**src/design/abba_pkg.sv**
```systemverilog
package abba_pkg;

    localparam int LEN_W  = 41;
    localparam int ADDR_W = 48;
    localparam int LOG_W  = 6;

    localparam logic [1:0] ST_OK          = 2'd0;
    localparam logic [1:0] ST_INVALID     = 2'd1;
    localparam logic [1:0] ST_UNSUPPORTED = 2'd2;
    localparam logic [1:0] ST_NOSPACE     = 2'd3;

    localparam logic KIND_ALLOC = 1'b0;
    localparam logic KIND_FREE  = 1'b1;

    localparam logic [2:0] CFG_STEER_BASE      = 3'd0;
    localparam logic [2:0] CFG_STEER_LOG_SIZE  = 3'd1;
    localparam logic [2:0] CFG_MODIFY_BASE     = 3'd2;
    localparam logic [2:0] CFG_MODIFY_LOG_SIZE = 3'd3;
    localparam logic [2:0] CFG_LOG_BLOCK       = 3'd4;

    localparam logic [5:0] LOG_BLOCK_RST = 6'd12;

    typedef struct packed {
        logic load_req;
        logic check;
        logic prep;
        logic set_nospace;
        logic rd_scan;
        logic scan_step;
        logic rd_rmw;
        logic wr_rmw;
        logic emit;
    } cmd_t;

    typedef struct packed {
        logic err;
        logic is_free;
        logic range_empty;
        logic no_fit;
        logic found;
        logic scan_end;
        logic word_end;
        logic rmw_last;
        logic out_free;
    } sts_t;

endpackage

```
**src/design/abba_dp.sv**
```systemverilog
module abba_dp #(
    parameter int MAP_BITS = 1024
) (
    input  logic                clk,
    input  logic                rst_n,
    input  abba_pkg::cmd_t      cmd,
    output abba_pkg::sts_t      sts,
    input  logic [2:0]          s_tuser,
    input  logic [95:0]         s_tdata,
    output logic                m_tvalid,
    input  logic                m_tready,
    output logic [55:0]         m_tdata,
    input  logic                cfg_we,
    input  logic [2:0]          cfg_index,
    input  logic [47:0]         cfg_wdata
);

    localparam int WORDS = (MAP_BITS + 31) / 32;
    localparam int WA    = (WORDS > 1) ? $clog2(WORDS) : 1;
    localparam int IW    = WA + 5;
    localparam int NW    = IW + 2;
    localparam int DEPTH = 2 * (2 ** WA);
    localparam logic [NW-1:0] MAXB_CAP = NW'(MAP_BITS);

    // configuration
    logic [47:0] steer_base_reg, modify_base_reg;
    logic [5:0]  steer_log_size_reg, modify_log_size_reg, log_block_reg;

    always_ff @(posedge clk or negedge rst_n)
    begin
        if (!rst_n)
        begin
            steer_base_reg      <= '0;
            steer_log_size_reg  <= '0;
            modify_base_reg     <= '0;
            modify_log_size_reg <= '0;
            log_block_reg       <= abba_pkg::LOG_BLOCK_RST;
        end
        else if (cfg_we)
        begin
            case (cfg_index)
                abba_pkg::CFG_STEER_BASE:      steer_base_reg      <= cfg_wdata;
                abba_pkg::CFG_STEER_LOG_SIZE:  steer_log_size_reg  <= cfg_wdata[5:0];
                abba_pkg::CFG_MODIFY_BASE:     modify_base_reg     <= cfg_wdata;
                abba_pkg::CFG_MODIFY_LOG_SIZE: modify_log_size_reg <= cfg_wdata[5:0];
                abba_pkg::CFG_LOG_BLOCK:       log_block_reg       <= cfg_wdata[5:0];
                default:
                begin
                end
            endcase
        end
    end

    // request
    logic        kind_reg;
    logic [1:0]  pool_reg;
    logic [40:0] len_reg;
    logic [5:0]  lalign_reg;
    logic [47:0] addr_reg;

    always_ff @(posedge clk)
    begin
        if (cmd.load_req)
        begin
            kind_reg   <= s_tuser[0];
            pool_reg   <= s_tuser[2:1];
            len_reg    <= s_tdata[40:0];
            lalign_reg <= s_tdata[46:41];
            addr_reg   <= s_tdata[94:47];
        end
    end

    // request decode
    logic [40:0] lmask;
    logic        len_bad;
    logic [47:0] sel_base;
    logic [5:0]  sel_lsize;
    logic [1:0]  err_code;
    logic [NW-1:0] maxb;
    logic [5:0]  e2;
    logic [63:0] first64;
    logic [41:0] nfree;

    always_comb
    begin
        logic [6:0]    e7;
        logic [NW-1:0] p;
        logic [5:0]    la;
        lmask     = (41'd1 << log_block_reg) - 41'd1;
        len_bad   = (len_reg == '0) || ((len_reg & (len_reg - 41'd1)) != '0)
                    || ((len_reg & lmask) != '0);
        sel_base  = pool_reg[0] ? modify_base_reg : steer_base_reg;
        sel_lsize = pool_reg[0] ? modify_log_size_reg : steer_log_size_reg;
        if (kind_reg == abba_pkg::KIND_ALLOC && len_bad)
            err_code = abba_pkg::ST_INVALID;
        else if (pool_reg[1])
            err_code = abba_pkg::ST_INVALID;
        else if (sel_base == '0)
            err_code = abba_pkg::ST_UNSUPPORTED;
        else
            err_code = abba_pkg::ST_OK;
        e7 = {1'b0, sel_lsize} - {1'b0, log_block_reg};
        p  = NW'(1) << e7[5:0];
        if (e7[6])
            maxb = '0;
        else if (e7[5:0] > 6'(IW))
            maxb = MAXB_CAP;
        else
            maxb = (p > MAXB_CAP) ? MAXB_CAP : p;
        la      = (lalign_reg < log_block_reg) ? log_block_reg : lalign_reg;
        e2      = la - log_block_reg;
        first64 = ({16'b0, addr_reg} - {16'b0, sel_base}) >> log_block_reg;
        nfree   = {1'b0, len_reg >> log_block_reg} + 42'(|(len_reg & lmask));
    end

    logic [1:0]    status_reg;
    logic [47:0]   base_reg, gaddr_reg;
    logic [NW-1:0] maxb_reg;
    logic [40:0]   num41_reg;
    logic [5:0]    e2_reg;
    logic [63:0]   first_reg;
    logic [41:0]   nfree_reg;

    // scan and update
    logic [NW-1:0] lo_reg, hi_reg, i_reg, c_reg, num_reg;
    logic          c_over_reg;
    logic [WA-1:0] w_reg;
    logic [31:0]   rd_reg;
    logic          rv_reg;
    logic [31:0]   rdata;

    logic [64:0]   hi65;
    logic [NW-1:0] lo_cl, hi_cl;
    logic          al_over;
    logic [NW-1:0] amask, up;
    logic          cur_bit, found;
    logic [NW-1:0] hwm1;
    logic [31:0]   wmask, wdata;

    always_comb
    begin
        logic [NW-1:0] idx;
        hi65    = {1'b0, first_reg} + 65'(nfree_reg);
        lo_cl   = (first_reg >= 64'(maxb_reg)) ? maxb_reg : first_reg[NW-1:0];
        hi_cl   = (hi65 >= 65'(maxb_reg)) ? maxb_reg : hi65[NW-1:0];
        al_over = e2_reg > 6'(IW);
        amask   = (NW'(1) << e2_reg) - NW'(1);
        up      = (i_reg + NW'(1) + amask) & ~amask;
        rdata   = rv_reg ? rd_reg : '0;
        cur_bit = rdata[i_reg[4:0]];
        found   = !cur_bit && !c_over_reg
                  && (({1'b0, c_reg} + {1'b0, num_reg}) == ({1'b0, i_reg} + (NW+1)'(1)));
        hwm1    = hi_reg - NW'(1);
        for (int j = 0; j < 32; j++)
        begin
            idx      = NW'({w_reg, 5'(j)});
            wmask[j] = (idx >= lo_reg) && (idx < hi_reg);
        end
        wdata = (kind_reg == abba_pkg::KIND_FREE) ? (rdata & ~wmask) : (rdata | wmask);
    end

    assign sts.err         = status_reg != abba_pkg::ST_OK;
    assign sts.is_free     = kind_reg == abba_pkg::KIND_FREE;
    assign sts.range_empty = !(lo_cl < hi_cl);
    assign sts.no_fit      = (maxb_reg == '0) || (num41_reg > 41'(maxb_reg));
    assign sts.found       = found;
    assign sts.scan_end    = ((i_reg + NW'(1)) == maxb_reg) && !found;
    assign sts.word_end    = i_reg[4:0] == 5'd31;
    assign sts.rmw_last    = w_reg == hwm1[IW-1:5];

    always_ff @(posedge clk)
    begin
        if (cmd.check)
        begin
            status_reg <= err_code;
            base_reg   <= sel_base;
            maxb_reg   <= maxb;
            num41_reg  <= len_reg >> log_block_reg;
            e2_reg     <= e2;
            first_reg  <= first64;
            nfree_reg  <= nfree;
            gaddr_reg  <= '0;
        end
        if (cmd.set_nospace)
            status_reg <= abba_pkg::ST_NOSPACE;
        if (cmd.prep)
        begin
            lo_reg     <= lo_cl;
            hi_reg     <= hi_cl;
            w_reg      <= lo_cl[IW-1:5];
            i_reg      <= '0;
            c_reg      <= '0;
            c_over_reg <= 1'b0;
            num_reg    <= num41_reg[NW-1:0];
        end
        if (cmd.scan_step)
        begin
            i_reg <= i_reg + NW'(1);
            if (cur_bit)
            begin
                c_reg      <= up;
                c_over_reg <= al_over;
            end
            if (found)
            begin
                lo_reg    <= c_reg;
                hi_reg    <= c_reg + num_reg;
                w_reg     <= c_reg[IW-1:5];
                gaddr_reg <= base_reg + (48'(c_reg) << log_block_reg);
            end
        end
        if (cmd.wr_rmw && !sts.rmw_last)
            w_reg <= w_reg + WA'(1);
    end

    // bitmap memory, one row valid bit per word
    logic [31:0]      mem [DEPTH];
    logic [DEPTH-1:0] valid_reg;
    logic [WA:0]      raddr, waddr;

    assign raddr = {pool_reg[0], cmd.rd_rmw ? w_reg : i_reg[IW-1:5]};
    assign waddr = {pool_reg[0], w_reg};

    always_ff @(posedge clk)
    begin
        if (cmd.rd_scan || cmd.rd_rmw)
            rd_reg <= mem[raddr];
        if (cmd.wr_rmw)
            mem[waddr] <= wdata;
    end

    always_ff @(posedge clk or negedge rst_n)
    begin
        if (!rst_n)
        begin
            valid_reg <= '0;
            rv_reg    <= 1'b0;
        end
        else
        begin
            if (cmd.rd_scan || cmd.rd_rmw)
                rv_reg <= valid_reg[raddr];
            if (cmd.wr_rmw)
                valid_reg[waddr] <= 1'b1;
        end
    end

    // output register
    logic        out_valid_reg;
    logic [1:0]  out_status_reg;
    logic [47:0] out_gaddr_reg;

    always_ff @(posedge clk or negedge rst_n)
    begin
        if (!rst_n)
            out_valid_reg <= 1'b0;
        else if (cmd.emit)
            out_valid_reg <= 1'b1;
        else if (m_tready)
            out_valid_reg <= 1'b0;
    end

    always_ff @(posedge clk)
    begin
        if (cmd.emit)
        begin
            out_status_reg <= status_reg;
            out_gaddr_reg  <= gaddr_reg;
        end
    end

    assign sts.out_free = !out_valid_reg || m_tready;
    assign m_tvalid     = out_valid_reg;
    assign m_tdata      = {6'b0, out_gaddr_reg, out_status_reg};

    a_wr_mask: assert property (@(posedge clk) disable iff (!rst_n)
        cmd.wr_rmw |-> (wmask != '0))
        else $error("update word outside range");

    a_fit: assert property (@(posedge clk) disable iff (!rst_n)
        (cmd.scan_step && found) |->
            (({1'b0, c_reg} + {1'b0, num_reg}) <= {1'b0, maxb_reg}))
        else $error("run beyond pool");

    a_emit: assert property (@(posedge clk) disable iff (!rst_n)
        cmd.emit |-> (!out_valid_reg || m_tready))
        else $error("result overwritten");

endmodule

```
**src/design/abba_ctrl.sv**
```systemverilog
module abba_ctrl (
    input  logic            clk,
    input  logic            rst_n,
    input  logic            s_tvalid,
    output logic            s_tready,
    output abba_pkg::cmd_t  cmd,
    input  abba_pkg::sts_t  sts
);

    localparam logic [2:0] S_IDLE   = 3'd0;
    localparam logic [2:0] S_CHECK  = 3'd1;
    localparam logic [2:0] S_PREP   = 3'd2;
    localparam logic [2:0] S_SC_RD  = 3'd3;
    localparam logic [2:0] S_SC_BIT = 3'd4;
    localparam logic [2:0] S_RMW_RD = 3'd5;
    localparam logic [2:0] S_RMW_WR = 3'd6;
    localparam logic [2:0] S_DONE   = 3'd7;

    logic [2:0] state_reg, state_next;

    always_ff @(posedge clk or negedge rst_n)
    begin
        if (!rst_n)
            state_reg <= S_IDLE;
        else
            state_reg <= state_next;
    end

    assign s_tready = state_reg == S_IDLE;

    always_comb
    begin
        cmd        = '0;
        state_next = state_reg;
        case (state_reg)
            S_IDLE:
            begin
                if (s_tvalid)
                begin
                    cmd.load_req = 1'b1;
                    state_next   = S_CHECK;
                end
            end
            S_CHECK:
            begin
                cmd.check  = 1'b1;
                state_next = S_PREP;
            end
            S_PREP:
            begin
                cmd.prep = 1'b1;
                if (sts.err)
                    state_next = S_DONE;
                else if (sts.is_free)
                    state_next = sts.range_empty ? S_DONE : S_RMW_RD;
                else if (sts.no_fit)
                begin
                    cmd.set_nospace = 1'b1;
                    state_next      = S_DONE;
                end
                else
                    state_next = S_SC_RD;
            end
            S_SC_RD:
            begin
                cmd.rd_scan = 1'b1;
                state_next  = S_SC_BIT;
            end
            S_SC_BIT:
            begin
                cmd.scan_step = 1'b1;
                if (sts.found)
                    state_next = S_RMW_RD;
                else if (sts.scan_end)
                begin
                    cmd.set_nospace = 1'b1;
                    state_next      = S_DONE;
                end
                else if (sts.word_end)
                    state_next = S_SC_RD;
            end
            S_RMW_RD:
            begin
                cmd.rd_rmw = 1'b1;
                state_next = S_RMW_WR;
            end
            S_RMW_WR:
            begin
                cmd.wr_rmw = 1'b1;
                state_next = sts.rmw_last ? S_DONE : S_RMW_RD;
            end
            S_DONE:
            begin
                if (sts.out_free)
                begin
                    cmd.emit   = 1'b1;
                    state_next = S_IDLE;
                end
            end
            default:
                state_next = S_IDLE;
        endcase
    end

endmodule

```
**src/design/aligned_bitmap_block_allocator_core.sv**
```systemverilog
// one request at a time; result registered after the check and prep steps plus the work below
// allocate scans the pool bitmap one block per cycle, plus one memory read per 32 blocks,
// then marks the granted run with a read and a write per bitmap word;
// free clears its range the same way; rejected requests go straight to the result
// reset clears both bitmaps at once through per-word valid bits, no clearing pass
module aligned_bitmap_block_allocator_core #(
    parameter int MAP_BITS = 1024
) (
    input  logic        clk,
    input  logic        rst_n,
    input  logic        s_tvalid,
    output logic        s_tready,
    input  logic [2:0]  s_tuser,    // kind, pool[1:0]
    input  logic [95:0] s_tdata,    // length[40:0], log_align[5:0], address[47:0], pad
    output logic        m_tvalid,
    input  logic        m_tready,
    output logic [55:0] m_tdata,    // status[1:0], granted_address[47:0], pad
    input  logic        cfg_we,
    input  logic [2:0]  cfg_index,
    input  logic [47:0] cfg_wdata
);

    abba_pkg::cmd_t cmd;
    abba_pkg::sts_t sts;

    abba_ctrl u_ctrl (
        .clk      (clk),
        .rst_n    (rst_n),
        .s_tvalid (s_tvalid),
        .s_tready (s_tready),
        .cmd      (cmd),
        .sts      (sts)
    );

    abba_dp #(
        .MAP_BITS (MAP_BITS)
    ) u_dp (
        .clk       (clk),
        .rst_n     (rst_n),
        .cmd       (cmd),
        .sts       (sts),
        .s_tuser   (s_tuser),
        .s_tdata   (s_tdata),
        .m_tvalid  (m_tvalid),
        .m_tready  (m_tready),
        .m_tdata   (m_tdata),
        .cfg_we    (cfg_we),
        .cfg_index (cfg_index),
        .cfg_wdata (cfg_wdata)
    );

endmodule

```
**config.mk**
```make
export PLATFORM = sky130hd
export DESIGN_NAME = aligned_bitmap_block_allocator_core
export DESIGN_NICKNAME = d
export VERILOG_FILES = /design/src/design/abba_pkg.sv /design/src/design/abba_dp.sv /design/src/design/abba_ctrl.sv /design/src/design/aligned_bitmap_block_allocator_core.sv
export SDC_FILE = /design/constraint.sdc
export NUM_CORES = 2
export LEC_CHECK = 0
export BUFFER_PORTS_ARGS = -buffer_cell sky130_fd_sc_hd__buf_2
export CAP_MARGIN = 20
export CORE_UTILIZATION = 50
export CTS_CLUSTER_SIZE = 8
export DETAILED_ROUTE_END_ITERATION = 12
export PLACE_DENSITY = 0.66
export SKIP_CTS_REPAIR_TIMING = 1
export SLEW_MARGIN = 40
export SYNTH_ARGS = -nofsm -noshare
export SYNTH_HDL_FRONTEND = slang
export SYNTH_SLANG_ARGS = --single-unit
```
**constraint.sdc**
```tcl
create_clock -name clk -period 8.4 [get_ports clk]
set_clock_uncertainty 0.05 [all_clocks]
set_input_delay 0 -clock clk [delete_from_list [all_inputs] [get_ports clk]]
set_output_delay 0 -clock clk [all_outputs]
set_load 0.005 [all_outputs]
```
==> out/results.ini <==
[yosys]
ys_async_sr_fraction_pct = 6.68
yosysWarnings = 0
synth.distinct_cells = 118
ys_ff_latch = 2740
synthFlopType = edfxtp_1
synth_edf_count = 2465
synthCells = 11000
synth_area_um2 = 129000
synth.top_cells.by_count = nand2_1 (2495), edfxtp_1 (2465), nand3_1 (732)
netlist_top_cells_area = edfxtp_1 (58%), nand2_1 (7.3%), dfrtp_1 (3.5%)
synth_top_area_cell = edfxtp_1
synth_most_common_cell = nand2_1
synth_area_per_cell_um2 = 11.7
synth_top_area_share_pct = 57.6
ys_seq_area_share_pct = 62.6

[sta]
rsz0062_at_grt = no
fin_setup_tns_ps = 0
slew_headroom_pct = 36.6
hold_viol_final = 0
fmax_ghz = 0.131
max_slew.worst_pin.slew_ps = 952
timing.final.ws_setup_ps = 787
drv_slew = 0
post-route-period-util_pct = 90.6
fin_crit_ps = 7610
setup_viol = 0

[worst_setup_path]
worstSetupStartpointType = register
worstPathArrival_ps = 8290
required_ps = 9070
path_max_fanout = 27
timing.rr.end = u_ctrl.state_reg[1]
reg2reg_depth = 28
critPathMaxStageDelay_ps = 550
cp_slowest_cell = or4_4
worst_setup_path_end_kind = register
ff2ff_setup_slack_ps = 790
reg2reg_from = u_dp.first_reg[1]
path_class = reg2reg
critical_path.top_delay_family = compound AO/OA/AOI/OAI gates
path_buf_inv = 1

[placed_design]
gp_congestion = 0.982
dp_worst_setup_slack_ps = 952
port_buffers = 205
post-dp-hpwl_mm = 265

[drt]
via_per_inst = 6.32
drt-initial-drc-count = 10900
drc = 0
num_vias = 94800
wirelength_mm = 426
wire_per_inst_um = 28.4
detail_route.first_pass.iterations = 6
drtAntennaViolNets = 0

[clocking]
cts_buffers = 386
cts_tree = done
cts-htree-levels = 5
cts_root_buf = clkbuf_16
clkLatencyLatePin_ps = 920
clock_path_buffers = 4
clkSinkCount = 2740
path_clk_slew_ps = 50

[floorplan]
core_area_um2 = 255000
start_util_pct = 50.5
core.rowCount = 185
dieHeight_um = 509
ios = 213
dieArea_um2 = 259000
die_width_um = 509

[worst_hold_path]
min-delay-start = cfg_wdata[2]
hold_depth = 4
hold_class = in2reg
hold_end = u_dp.log_block_reg[2]

[power]
power.density_nw_per_um2 = 398
p_leak_nw = 53.6
peakVddDrop_mv = 0.454

[grt]
antenna_found_initial = 28
grt_pass1_vias = 89300
grt_overflow = 0
grt_pass1_wl_mm = 604
grt_max_degree = 169
grt_usage_pct = 31.7

[layout]
drive_above_1_share_pct = 12.5
final_nets = 11800
largest_reg_flops = 2048
area_delta_synth_final_pct = 15.4
num-fill-cells = 20200

[outcome]
status = complete, no violations

[run]
maxCapViolations = 0

[final cells by class]
cell class	instances	area, µm²	share of cell area [%]
clock inverter	22	399	0.269
sequential	2740	80500	54.2
tap	3366	4210	2.84
clock buffer	542	10400	7.00
antenna	13	32.5	0.0219
inverter	187	711	0.479
multi-input combinational	7362	45600	30.7
timing repair buffer	761	6570	4.43
[stage by stage]
stage | hold slack (ps) | utilization [%] | cell area (µm²) | cells | total power, mW
final | 12.7 | 58.2 | 148000 | 15000 | 59.1
after CTS | -954 | 57.0 | 145000 | 14700 | 58.6
after global routing | -7.88 | 58.2 | 148000 | 15000 | 61.2
after global placement | 28.8 | 52.5 | 134000 | 14100 | 43.7
after detailed placement | 41.6 | 52.7 | 134000 | 14100 | 44.5
after floorplan | -346 | - | 129000 | 11000 | 34.0
[cells by family after synthesis]
group,share of synthesized area [%]
buffers and inverters,2.89
AO/OA/AOI/OAI,10.2
AND/OR/NAND/NOR,15.6
adder cells (fa/ha/maj),2.50
XOR/XNOR,1.55
flip-flops,62.6
other,0.00292
multiplexers,4.79
[worst max-delay path by stage]
stage / start / end / slack [ps] / depth (start not counted)
6_report: u_dp.first_reg[1] / u_ctrl.state_reg[1] / 790 / 28
5_1_grt: u_dp.first_reg[1] / u_ctrl.state_reg[1] / 400 / 28
4_1_cts: u_dp.first_reg[1] / u_ctrl.state_reg[1] / 850 / 28
3_5_place_dp: u_dp.first_reg[1] / u_ctrl.state_reg[1] / 950 / 28
3_3_place_gp: u_dp.first_reg[1] / u_ctrl.state_reg[1] / 950 / 28
2_1_floorplan: u_dp.first_reg[0] / u_ctrl.state_reg[1] / 1950 / 30
[tightest hold or removal path, stage by stage]
cell and delay [ps]:
dlygate4sd3_1 530, buf_2 190, nand2_1 70, o21ai_0 130
[per-layer routing]
metal / vias up / GRT usage, % / wire length [µm]
li1: 41800 / - / -
met2: 4838 / 50.3 / 198000
met3: 1015 / 5.11 / 34900
met4: 18 / 17.3 / 25600
met5: - / 0 / 130
met1: 47200 / 41.8 / 166000
[power by group]
| group | internal [mW] | switching (mW) | total [mW] |
|---|---|---|---|
| sequential | 18.2 | 0.715 | 18.9 |
| clock | 8.46 | 5.68 | 14.1 |
| combinational | 7.43 | 18.6 | 26.1 |
[cell usage in the layout (no fill, tap or decap), drive strengths merged, types with 87 or more instances in the layout]
cell type / synthesis / routed
a21oi: 475 / 475
a311oi: 402 / 402
a31oi: 175 / 175
and3: 310 / 310
buf: 134 / 462
clkbuf: 591 / 543
dfrtp: 181 / 181
dfxtp: 92 / 92
dlygate4sd3: 0 / 298
edfxtp: 2465 / 2465
ha: 241 / 241
inv: 186 / 195
mux2: 179 / 179
mux2i: 172 / 172
mux4: 105 / 105
nand2: 2496 / 2496
nand3: 732 / 732
nor2: 406 / 406
nor3: 95 / 95
o21ai: 345 / 345
or2: 87 / 87
xnor2: 145 / 145
Note: power is estimated with default switching activity, not from simulation.
